==> config.mk <==
export PLATFORM = sky130hd
export DESIGN_NAME = lru_cache_visible_pinned_top
export DESIGN_NICKNAME = d
export VERILOG_FILES = /design/src/rtl/lcvp_pkg.sv /design/src/rtl/lcvp_ctrl.sv /design/src/rtl/lcvp_dpath.sv /design/src/rtl/lru_cache_visible_pinned_top.sv
export SDC_FILE = /design/constraint.sdc
export NUM_CORES = 1
export LEC_CHECK = 0
export BUFFER_PORTS_ARGS = -buffer_cell sky130_fd_sc_hd__buf_2
export CAP_MARGIN = 20
export CORE_AREA = 2 2 346 279
export DETAILED_ROUTE_END_ITERATION = 10
export DIE_AREA = 0 0 348 281
export GPL_ROUTABILITY_DRIVEN = 0
export GPL_TIMING_DRIVEN = 0
export SLEW_MARGIN = 10
export SYNTH_ARGS = -nofsm -noshare
export SYNTH_HDL_FRONTEND = slang
export SYNTH_SLANG_ARGS = --single-unit
export TNS_END_PERCENT = 10
==> constraint.sdc <==
create_clock -name clock -period 16.1 [get_ports clock]
set_input_delay 2.415 -clock clock [delete_from_list [all_inputs] [get_ports clock]]
set_output_delay 2.415 -clock clock [all_outputs]
set_load 0.02 [all_outputs]
==> src/rtl/lcvp_pkg.sv <==
// ----------------------------------------------------------------------------
// lcvp_pkg: shared types and constants for the pinned-LRU item tag cache
// Holds field widths, request and status codes, and the command/status
// structs that join the controller to the datapath.
// ----------------------------------------------------------------------------
`default_nettype none

package lcvp_pkg;

   // Field widths fixed by the interface.
   localparam int ITEM_W  = 12;
   localparam int COUNT_W = 13;
   localparam int ENTRY_W = 4;

   // Default number of cache entries.
   localparam int ENTRIES_DEF = 9;

   // Item counts above this value are treated as this value.
   localparam int MAX_ITEMS = 4096;

   // Request actions.
   localparam logic [1:0] ACT_LOOKUP = 2'd0;
   localparam logic [1:0] ACT_PLAN   = 2'd1;
   localparam logic [1:0] ACT_FILL   = 2'd2;
   localparam logic [1:0] ACT_CLEAR  = 2'd3;

   // View slots.
   localparam logic [1:0] SLOT_LEFT   = 2'd0;
   localparam logic [1:0] SLOT_MIDDLE = 2'd1;
   localparam logic [1:0] SLOT_RIGHT  = 2'd2;
   localparam logic [1:0] SLOT_BAD    = 2'd3;

   // Response status codes.
   localparam logic [1:0] ST_DONE   = 2'd0;
   localparam logic [1:0] ST_MISS   = 2'd1;
   localparam logic [1:0] ST_REJECT = 2'd2;

   // Commands from the controller to the datapath.
   typedef struct packed {
      logic load;       // capture a new request
      logic div_step;   // one remainder step on the centre index
      logic view_load;  // register the three visible items, open the scan
      logic scan_step;  // examine one cache entry
      logic commit;     // update the cache and drive the response
   } cmd_type;

   // Status from the datapath to the controller.
   typedef struct packed {
      logic div_last;   // current remainder step is the last one
      logic scan_last;  // current scan entry is the last one
   } sts_type;

endpackage

`default_nettype wire

==> src/rtl/lcvp_ctrl.sv <==
// ----------------------------------------------------------------------------
// lcvp_ctrl: request sequencer for the pinned-LRU item tag cache
// Walks each request through the remainder, view, entry scan and commit
// phases and issues one command per cycle to the datapath while busy.
// ----------------------------------------------------------------------------
`default_nettype none

module lcvp_ctrl (
   input  wire logic             clock,
   input  wire logic             reset,
   input  wire logic             start,
   output logic                  busy,
   output lcvp_pkg::cmd_type     cmd,
   input  wire lcvp_pkg::sts_type sts
);

   localparam logic [2:0] S_IDLE = 3'd0;
   localparam logic [2:0] S_DIV  = 3'd1;
   localparam logic [2:0] S_VIEW = 3'd2;
   localparam logic [2:0] S_SCAN = 3'd3;
   localparam logic [2:0] S_DONE = 3'd4;

   logic [2:0] state_ff;
   logic [2:0] state_in;

   // Next state and command decode.
   always_comb begin
      state_in = state_ff;
      cmd      = '0;
      case (state_ff)
         S_IDLE: begin
            if (start) begin
               cmd.load = 1'b1;
               state_in = S_DIV;
            end
         end
         S_DIV: begin
            cmd.div_step = 1'b1;
            if (sts.div_last) begin
               state_in = S_VIEW;
            end
         end
         S_VIEW: begin
            cmd.view_load = 1'b1;
            state_in      = S_SCAN;
         end
         S_SCAN: begin
            cmd.scan_step = 1'b1;
            if (sts.scan_last) begin
               state_in = S_DONE;
            end
         end
         S_DONE: begin
            cmd.commit = 1'b1;
            state_in   = S_IDLE;
         end
         default: begin
            state_in = S_IDLE;
         end
      endcase
   end

   // State register.
   always_ff @(posedge clock) begin
      if (reset) begin
         state_ff <= S_IDLE;
      end else begin
         state_ff <= state_in;
      end
   end

   assign busy = (state_ff != S_IDLE);

endmodule

`default_nettype wire

==> src/rtl/lcvp_dpath.sv <==
// ----------------------------------------------------------------------------
// lcvp_dpath: datapath of the pinned-LRU item tag cache
// Holds the item count register, the entry tags, valid bits and stamps,
// a bit-serial remainder unit for the centre index, and the entry scanner
// that finds hits, visible items held and the fill victim.
// ----------------------------------------------------------------------------
`default_nettype none

module lcvp_dpath #(
   parameter int ENTRIES = lcvp_pkg::ENTRIES_DEF
) (
   input  wire logic                          clock,
   input  wire logic                          reset,
   input  wire lcvp_pkg::cmd_type             cmd,
   output lcvp_pkg::sts_type                  sts,
   input  wire logic                          csr_write_en,
   input  wire logic [lcvp_pkg::COUNT_W-1:0]  csr_write_data,
   input  wire logic [1:0]                    req_action,
   input  wire logic [lcvp_pkg::ITEM_W-1:0]   req_item,
   input  wire logic [1:0]                    req_view_slot,
   input  wire logic [lcvp_pkg::ITEM_W-1:0]   req_centre,
   input  wire logic                          req_fill_ok,
   output logic                               rsp_strobe,
   output logic [1:0]                         rsp_status,
   output logic [lcvp_pkg::ENTRY_W-1:0]       rsp_entry,
   output logic [lcvp_pkg::ITEM_W-1:0]        rsp_item_out
);

   localparam int IW = lcvp_pkg::ITEM_W;
   localparam int CW = lcvp_pkg::COUNT_W;
   localparam int EW = $clog2(ENTRIES);
   localparam logic [EW-1:0] LAST_IDX = EW'(ENTRIES - 1);
   localparam logic [3:0] DIV_LAST = 4'(IW - 1);
   localparam logic [CW+3:0] MAX_WIDE = (CW+4)'(lcvp_pkg::MAX_ITEMS);

   // Item count register.
   logic [CW-1:0] count_ff;
   logic [CW-1:0] count_in;

   // Captured request.
   logic [1:0]    act_ff;
   logic [IW-1:0] item_ff;
   logic [1:0]    slot_ff;
   logic          ok_ff;
   logic [CW-1:0] n_ff;
   logic [CW-1:0] n_in;

   // Remainder unit; the remainder stays below the count, so it fits an item.
   logic [IW-1:0] dvd_ff;
   logic [IW-1:0] rem_ff;
   logic [CW-1:0] rem_in;
   logic [3:0]    dcnt_ff;
   logic [CW-1:0] trial;

   // Visible items.
   logic [IW-1:0] vleft_ff;
   logic [IW-1:0] vmid_ff;
   logic [IW-1:0] vright_ff;
   logic [IW-1:0] vleft_in;
   logic [IW-1:0] vright_in;
   logic [IW-1:0] cpos;
   logic [CW-1:0] cpos_inc;
   logic [IW-1:0] look_item;

   // Cache storage.
   logic [ENTRIES-1:0] valid_ff;
   logic [IW-1:0]      tag_ff   [ENTRIES];
   logic [31:0]        stamp_ff [ENTRIES];
   logic [31:0]        uc_ff;
   logic [31:0]        uc_in;

   // Scan state.
   logic [EW-1:0] idx_ff;
   logic          cur_valid;
   logic [IW-1:0] cur_tag;
   logic [31:0]   cur_stamp;
   logic          cur_pinned;
   logic          hit_ff;
   logic [EW-1:0] hit_idx_ff;
   logic          held_l_ff;
   logic          held_m_ff;
   logic          held_r_ff;
   logic          inv_ff;
   logic [EW-1:0] inv_idx_ff;
   logic          best_ff;
   logic [EW-1:0] best_idx_ff;
   logic [31:0]   best_st_ff;

   // Commit decisions.
   logic [EW-1:0] vic_idx;
   logic          vic_ok;
   logic          loaded;
   logic [1:0]    st_in;
   logic [EW-1:0] entry_in;
   logic [IW-1:0] iout_in;
   logic [EW-1:0] wr_idx;
   logic          wr_tag;
   logic          wr_stamp;
   logic          set_valid;
   logic          clr_valid;
   logic          clr_all;

   logic [1:0]         status_ff;
   logic [EW-1:0]      entry_ff;
   logic [IW-1:0]      iout_ff;
   logic               strobe_ff;

   // Configuration register write.
   assign count_in = csr_write_en ? csr_write_data : count_ff;

   always_ff @(posedge clock) begin
      if (reset) begin
         count_ff <= '0;
      end else begin
         count_ff <= count_in;
      end
   end

   // Effective item count, capped at the maximum.
   assign n_in = ({4'b0, count_ff} > MAX_WIDE) ? CW'(lcvp_pkg::MAX_ITEMS) : count_ff;

   // Remainder step: shift in one centre bit, subtract the count if it fits.
   assign trial  = {rem_ff, dvd_ff[IW-1]};
   assign rem_in = (trial >= n_ff) ? (trial - n_ff) : trial;

   assign sts.div_last  = (dcnt_ff == DIV_LAST);
   assign sts.scan_last = (idx_ff == LAST_IDX);

   // Neighbors of the reduced centre, wrapped over the item count.
   assign cpos      = rem_ff;
   assign cpos_inc  = {1'b0, cpos} + CW'(1);
   assign vleft_in  = (cpos == '0) ? IW'(n_ff - CW'(1)) : (cpos - IW'(1));
   assign vright_in = (cpos_inc == n_ff) ? '0 : cpos_inc[IW-1:0];

   // Item targeted by a lookup.
   always_comb begin
      case (slot_ff)
         lcvp_pkg::SLOT_LEFT:  look_item = vleft_ff;
         lcvp_pkg::SLOT_RIGHT: look_item = vright_ff;
         default:              look_item = vmid_ff;
      endcase
   end

   // Entry under the scan pointer.
   assign cur_valid  = valid_ff[idx_ff];
   assign cur_tag    = tag_ff[idx_ff];
   assign cur_stamp  = stamp_ff[idx_ff];
   assign cur_pinned = (cur_tag == vleft_ff) || (cur_tag == vmid_ff) ||
                       (cur_tag == vright_ff);

   // Request capture, remainder unit, view registers and scanner.
   always_ff @(posedge clock) begin
      if (cmd.load) begin
         act_ff  <= req_action;
         item_ff <= req_item;
         slot_ff <= req_view_slot;
         ok_ff   <= req_fill_ok;
         n_ff    <= n_in;
         dvd_ff  <= req_centre;
         rem_ff  <= '0;
         dcnt_ff <= '0;
      end
      if (cmd.div_step) begin
         rem_ff  <= rem_in[IW-1:0];
         dvd_ff  <= {dvd_ff[IW-2:0], 1'b0};
         dcnt_ff <= dcnt_ff + 4'd1;
      end
      if (cmd.view_load) begin
         vleft_ff  <= vleft_in;
         vmid_ff   <= cpos;
         vright_ff <= vright_in;
         idx_ff    <= '0;
         hit_ff    <= 1'b0;
         held_l_ff <= 1'b0;
         held_m_ff <= 1'b0;
         held_r_ff <= 1'b0;
         inv_ff    <= 1'b0;
         best_ff   <= 1'b0;
      end
      if (cmd.scan_step) begin
         idx_ff <= idx_ff + EW'(1);
         // First valid entry holding the lookup item.
         if (!hit_ff && cur_valid && (cur_tag == look_item)) begin
            hit_ff     <= 1'b1;
            hit_idx_ff <= idx_ff;
         end
         // Which visible items are held.
         if (cur_valid && (cur_tag == vleft_ff)) begin
            held_l_ff <= 1'b1;
         end
         if (cur_valid && (cur_tag == vmid_ff)) begin
            held_m_ff <= 1'b1;
         end
         if (cur_valid && (cur_tag == vright_ff)) begin
            held_r_ff <= 1'b1;
         end
         // Victim: first invalid entry, else oldest unpinned entry.
         if (!inv_ff) begin
            if (!cur_valid) begin
               inv_ff     <= 1'b1;
               inv_idx_ff <= idx_ff;
            end else if (!cur_pinned && (!best_ff || (cur_stamp < best_st_ff))) begin
               best_ff     <= 1'b1;
               best_idx_ff <= idx_ff;
               best_st_ff  <= cur_stamp;
            end
         end
      end
   end

   assign vic_idx = inv_ff ? inv_idx_ff : best_idx_ff;
   assign vic_ok  = inv_ff || best_ff;
   assign loaded  = (n_ff != '0);
   assign uc_in   = uc_ff + 32'd1;

   // Response and cache update decision.
   always_comb begin
      st_in     = lcvp_pkg::ST_REJECT;
      entry_in  = '0;
      iout_in   = '0;
      wr_idx    = vic_idx;
      wr_tag    = 1'b0;
      wr_stamp  = 1'b0;
      set_valid = 1'b0;
      clr_valid = 1'b0;
      clr_all   = 1'b0;
      case (act_ff)
         lcvp_pkg::ACT_LOOKUP: begin
            if (loaded && (slot_ff != lcvp_pkg::SLOT_BAD)) begin
               iout_in = look_item;
               if (hit_ff) begin
                  st_in    = lcvp_pkg::ST_DONE;
                  entry_in = hit_idx_ff;
                  wr_idx   = hit_idx_ff;
                  wr_stamp = 1'b1;
               end else begin
                  st_in = lcvp_pkg::ST_MISS;
               end
            end
         end
         lcvp_pkg::ACT_PLAN: begin
            if (loaded) begin
               // Checked in the order middle, right, left.
               st_in = lcvp_pkg::ST_DONE;
               if (!held_m_ff) begin
                  iout_in = vmid_ff;
               end else if (!held_r_ff) begin
                  iout_in = vright_ff;
               end else if (!held_l_ff) begin
                  iout_in = vleft_ff;
               end else begin
                  st_in = lcvp_pkg::ST_MISS;
               end
            end
         end
         lcvp_pkg::ACT_FILL: begin
            if (({1'b0, item_ff} < n_ff) && vic_ok) begin
               entry_in = vic_idx;
               iout_in  = item_ff;
               if (ok_ff) begin
                  st_in     = lcvp_pkg::ST_DONE;
                  wr_tag    = 1'b1;
                  wr_stamp  = 1'b1;
                  set_valid = 1'b1;
               end else begin
                  st_in     = lcvp_pkg::ST_MISS;
                  clr_valid = 1'b1;
               end
            end
         end
         default: begin
            st_in   = lcvp_pkg::ST_DONE;
            clr_all = 1'b1;
         end
      endcase
   end

   // Valid bits, use counter and response register.
   always_ff @(posedge clock) begin
      if (reset) begin
         valid_ff  <= '0;
         uc_ff     <= '0;
         strobe_ff <= 1'b0;
      end else begin
         strobe_ff <= cmd.commit;
         if (cmd.commit) begin
            if (clr_all) begin
               valid_ff <= '0;
            end
            if (set_valid) begin
               valid_ff[wr_idx] <= 1'b1;
            end
            if (clr_valid) begin
               valid_ff[wr_idx] <= 1'b0;
            end
            if (wr_stamp) begin
               uc_ff <= uc_in;
            end
         end
      end
   end

   // Response payload.
   always_ff @(posedge clock) begin
      if (cmd.commit) begin
         status_ff <= st_in;
         entry_ff  <= entry_in;
         iout_ff   <= iout_in;
      end
   end

   // Tag and stamp storage; entries are read only while valid.
   always_ff @(posedge clock) begin
      if (cmd.commit && wr_tag) begin
         tag_ff[wr_idx] <= item_ff;
      end
      if (cmd.commit && wr_stamp) begin
         stamp_ff[wr_idx] <= uc_in;
      end
   end

   assign rsp_strobe   = strobe_ff;
   assign rsp_status   = status_ff;
   assign rsp_entry    = lcvp_pkg::ENTRY_W'(entry_ff);
   assign rsp_item_out = iout_ff;

endmodule

`default_nettype wire

==> src/rtl/lru_cache_visible_pinned_top.sv <==
// ----------------------------------------------------------------------------
// lru_cache_visible_pinned_top: pinned-LRU item tag cache
//
//   Channel   Ports                               Handshake
//   request   req_action .. req_fill_ok           start, accepted when busy low
//   response  rsp_status, rsp_entry, rsp_item_out rsp_strobe, one cycle
//   config    csr_write_data (item count)         csr_write_en
//
// Each request passes through the bit-serial remainder unit reducing the
// centre index, then the step that forms the visible items, then the
// scanner, which examines the entries one at a time, and a commit step.
// The response strobes in the cycle after commit; busy is low in that cycle
// and the next request may start. Synchronous reset invalidates every entry
// and clears the item count. The response cannot be stalled.
// ----------------------------------------------------------------------------
`default_nettype none

module lru_cache_visible_pinned_top #(
   parameter int ENTRIES = lcvp_pkg::ENTRIES_DEF
) (
   input  wire logic                          clock,
   input  wire logic                          reset,
   input  wire logic                          start,
   output logic                               busy,
   input  wire logic [1:0]                    req_action,
   input  wire logic [lcvp_pkg::ITEM_W-1:0]   req_item,
   input  wire logic [1:0]                    req_view_slot,
   input  wire logic [lcvp_pkg::ITEM_W-1:0]   req_centre,
   input  wire logic                          req_fill_ok,
   output logic                               rsp_strobe,
   output logic [1:0]                         rsp_status,
   output logic [lcvp_pkg::ENTRY_W-1:0]       rsp_entry,
   output logic [lcvp_pkg::ITEM_W-1:0]        rsp_item_out,
   input  wire logic                          csr_write_en,
   input  wire logic [lcvp_pkg::COUNT_W-1:0]  csr_write_data
);

   lcvp_pkg::cmd_type cmd;
   lcvp_pkg::sts_type sts;

   // Request sequencer.
   lcvp_ctrl u_ctrl (
      .clock (clock),
      .reset (reset),
      .start (start),
      .busy  (busy),
      .cmd   (cmd),
      .sts   (sts)
   );

   // Cache storage and scan datapath.
   lcvp_dpath #(
      .ENTRIES (ENTRIES)
   ) u_dpath (
      .clock          (clock),
      .reset          (reset),
      .cmd            (cmd),
      .sts            (sts),
      .csr_write_en   (csr_write_en),
      .csr_write_data (csr_write_data),
      .req_action     (req_action),
      .req_item       (req_item),
      .req_view_slot  (req_view_slot),
      .req_centre     (req_centre),
      .req_fill_ok    (req_fill_ok),
      .rsp_strobe     (rsp_strobe),
      .rsp_status     (rsp_status),
      .rsp_entry      (rsp_entry),
      .rsp_item_out   (rsp_item_out)
   );

endmodule

`default_nettype wire

==> impl_metrics.toml <==
[run_status]
outcome = "finished clean"

[setup_path]
slowest_delay_ns = 0.91
crit_required_ns = 16.42
start_kind = "flop"
cp_data_arrival_time_ns = 7.03
critPathMaxFanout = 10
r2r_end = "u_dpath.best_st_ff[2]"
slowest_stage = "a2111oi_0"
critical_path.endpoint_type = "flop"
crit_type = "flop to flop"
reg2reg_depth = 14
path_cells = "clkbuf_1, clkbuf_1, clkbuf_1, mux4_2, mux2i_1, o21ai_0, ha_1, a21o_1, a2111oi_0, o31ai_1, nor4_2, buf_4, buf_4, buf_4"
r2r_setup_slack_ns = 9.40

[floorplanning]
dieArea_um2 = 97800
rows = 101
dieWidth_um = 348
die_h_um = 281
num_io_pins = 66
initial_core_util_pct = 29.8
core_um2 = 94400

[global_route]
grt_max_degree = 28
busiest_layer = "met2"
grt-ovfl-total = 0
grtUsageMet2_pct = 22.9
met1_usage_pct = 22.0
grt_use_met3_pct = 3.29
grt_pass1_vias = 17500
antenna_found_initial = 8
grt_usage_pct = 15.1
grt_pass1_wl_mm = 111

[finish]
final_cell_mix = "edfxtp_1 (555), nor2_1 (129), nand2_1 (123)"
multiInputGateArea_um2 = 9460
area_delta_synth_final_pct = 17.5
regArea_um2 = 18000
num-nets-final = 2247
num-fill-cells = 8884
drive_above_1_share_pct = 16.1
postLayoutCoreUtil_pct = 35.0
mostFrequentLayoutCell = "edfxtp_1"

[place]
port_buffers = 64
hpwlAfterDp_mm = 53.1

[yosys]
synth_fa_ha_area_share_pct = 2.83
ys_seq_area_share_pct = 64.2
synth.ff_latch_count = 624
synth_top_family_by_area = "multiplexers"
netlist.area_leader.share_pct = 59.3
postSynthCellCount = 1976
synthMuxAreaShare_pct = 9.87
synthesis.nets = 2085
synthesis.area_um2 = 28100
synth_compound_area_share_pct = 7.63
ys_types = 80
yosys_warnings = 0
synthXorXnorAreaFrac_pct = 4.83
synthSimpleGateAreaFrac_pct = 8.12
synth_area_per_cell_um2 = 14.2
async_flop_share_pct = 0
synth_edf_count = 555
synth.area.top_cells = "edfxtp_1 (59%), mux4_2 (5.9%), dfxtp_1 (4.9%)"
ys.flop_type = "edfxtp_1"
yosys.area.top_type = "edfxtp_1"

[cts]
postCtsSetupRepairBufs = 0
clockRootBuffer = "clkbuf_16"
cts_hold_buffers = 0
cts_htree_levels = 3
clock_path_buffers = 3
cts.sinks = 624
clk_latency_ns = 0.63
clkTransAtPathRegs_ns = 0.06
postCtsResizedCells = 0
cts_tree = "built"
cts_buffers = 68

[timing]
finalSetupTns_ns = 0
hold_viol = 0
slew_violations = 0
final-setup-viol-count = 0
finalCritPeriodShare_pct = 41.6
rsz0062_at_grt = "no"
slew-limit-headroom_pct = 18.9
period_minus_slack_ns = 6.70
fmaxAchievable_ghz = 0.149
fin_worst_skew_ns = 0.0285
worst_slew_pin_slew_ns = 1.21

[pwr]
p_sw_share_pct = 22.3
power.density_nw_per_um2 = 114
p_seq_share_pct = 48.3
p_int_mw = 2.92
ir_worst_vdd_mv = 0.0768
p_switching_mw = 0.836
comb_power_share_pct = 6.4
clkPwrFrac_pct = 45.4
power_mw = 3.75
p_leak_nw = 11.3

[routing]
vias = 17400
dr.first_iter.drc_count = 1794
wl_mm = 74.3
dr.pass1.iters = 6
drc_errors = 0
ant_nets = 0
drt-wirelength-per-cell_um = 21.7
avgViaCountPerCell = 5.08

[hold_path]
whs_path_depth = 2
hold_path_class = "flop to flop"
worstHoldStart = "u_dpath.count_ff[8]"
hold_end = "u_dpath.count_ff[8]"

[run]
cap_viol_max_count = 0
[power by group through the flow]
stage	Sequential, mW	Combinational, mW	Clock [mW]
finish	1.81	0.239	1.70
global route	1.81	0.262	1.79
CTS	1.81	0.237	1.74
detailed placement	1.84	0.235	0
global placement	1.84	0.225	0
floorplan	1.83	0.172	0
[layer usage]
metal / wire length [um] / share of wire (%)
met5: 27 / 0.036
met4: 1370 / 1.8
met3: 5760 / 7.7
met2: 32200 / 43
met1: 34900 / 47
[kinds of logic (layout without fill, tap and decap cells)]
| family | Yosys count | count (layout) |
|---|---|---|
| DFF | 624 | 624 |
| and+or+nand+nor | 468 | 468 |
| other | 0 | 2 |
| adders and majority gates | 63 | 63 |
| AOI/OAI and AO/OA | 317 | 317 |
| xor gates and xnor gates | 155 | 155 |
| muxes | 185 | 185 |
| buffers and inverters | 164 | 380 |
[critical path: cells and delay by family (launching register included)]
kind                     cells  cell delay [ns]
AND/OR/NAND/NOR              1             0.55
adder cells (fa/ha/maj)      1             0.37
multiplexers                 2             0.42
AO/OA/AOI/OAI                4             2.04
flip-flops                   1             0.55
buffers and inverters        6             2.43
[Yosys cell counts, drive strengths merged, types with 11 or more instances]
library cell and n:
edfxtp 555, nor2 146, nand2 123, mux2i 105, xnor2 97, o21ai 85, mux4 73, dfxtp 69
inv 68, a21oi 66, ha 62, clkbuf 60, xor2 58, nand3 41, nor2b 38, buf 36
a22o 27, a21o 21, nor3 21, nor4 19, nand4 18, a211oi 14, o21a 13, or3 13
o221ai 12, a2111oi 11
[metrics by stage]
stage / setup WS, ns / hold WS (ns) / instance area (um2) / instances
CTS: 9.35 / 0.488 / 33000 / 3425
detailed placement: 9.38 / 0.474 / 30500 / 3301
floorplan: 8.72 / 0.452 / 28100 / 1976
finish: 9.40 / 0.481 / 33000 / 3430
global route: 9.08 / 0.522 / 33000 / 3430
global placement: 4.38 / 0.471 / 30000 / 3276
[layout make-up]
| type | count | area share, % |
|---|---|---|
| plain buffers | 96 | 1.35 |
| clock buffers | 84 | 5.49 |
| well taps | 1236 | 4.68 |
| inverters | 68 | 0.773 |
| clock inverters | 40 | 1.92 |
| multi-input cells | 1188 | 28.6 |
| flip-flops and latches | 624 | 54.6 |
| diodes | 2 | 0.0152 |
| repair buffers | 92 | 2.51 |
[worst max path at each step]
stage	start	endpoint	slack [ns]	cells after the start
2_1_floorplan	flop	u_dpath.best_idx_ff[0]	8.72	15
3_3_place_gp	flop	u_dpath.best_st_ff[2]	4.38	11
3_5_place_dp	flop	u_dpath.best_st_ff[3]	9.38	14
4_1_cts	flop	u_dpath.best_st_ff[3]	9.35	14
5_1_grt	flop	u_dpath.best_st_ff[2]	9.08	14
6_report	flop	u_dpath.best_st_ff[2]	9.40	14
[state kept, by name (all words and copies together), names as in the netlist, 2 cells and up, named ones only]
name,cells
u_dpath.stamp_ff,288
u_ctrl.state_ff,3
u_dpath.dcnt_ff,4
u_dpath.item_ff,12
u_dpath.idx_ff,4
u_dpath.rsp_status,2
u_dpath.uc_ff,32
u_dpath.vleft_ff,12
u_dpath.tag_ff,108
u_dpath.best_idx_ff,4
u_dpath.act_ff,2
u_dpath.hit_idx_ff,4
u_dpath.valid_ff,9
u_dpath.dvd_ff,12
u_dpath.rsp_entry,4
u_dpath.cpos,12
u_dpath.rsp_item_out,12
u_dpath.vright_ff,12
u_dpath.slot_ff,2
u_dpath.inv_idx_ff,4
u_dpath.count_ff,13
u_dpath.vmid_ff,12
u_dpath.best_st_ff,32
u_dpath.n_ff,13
No activity file was read; power rests on OpenSTA's default activity.
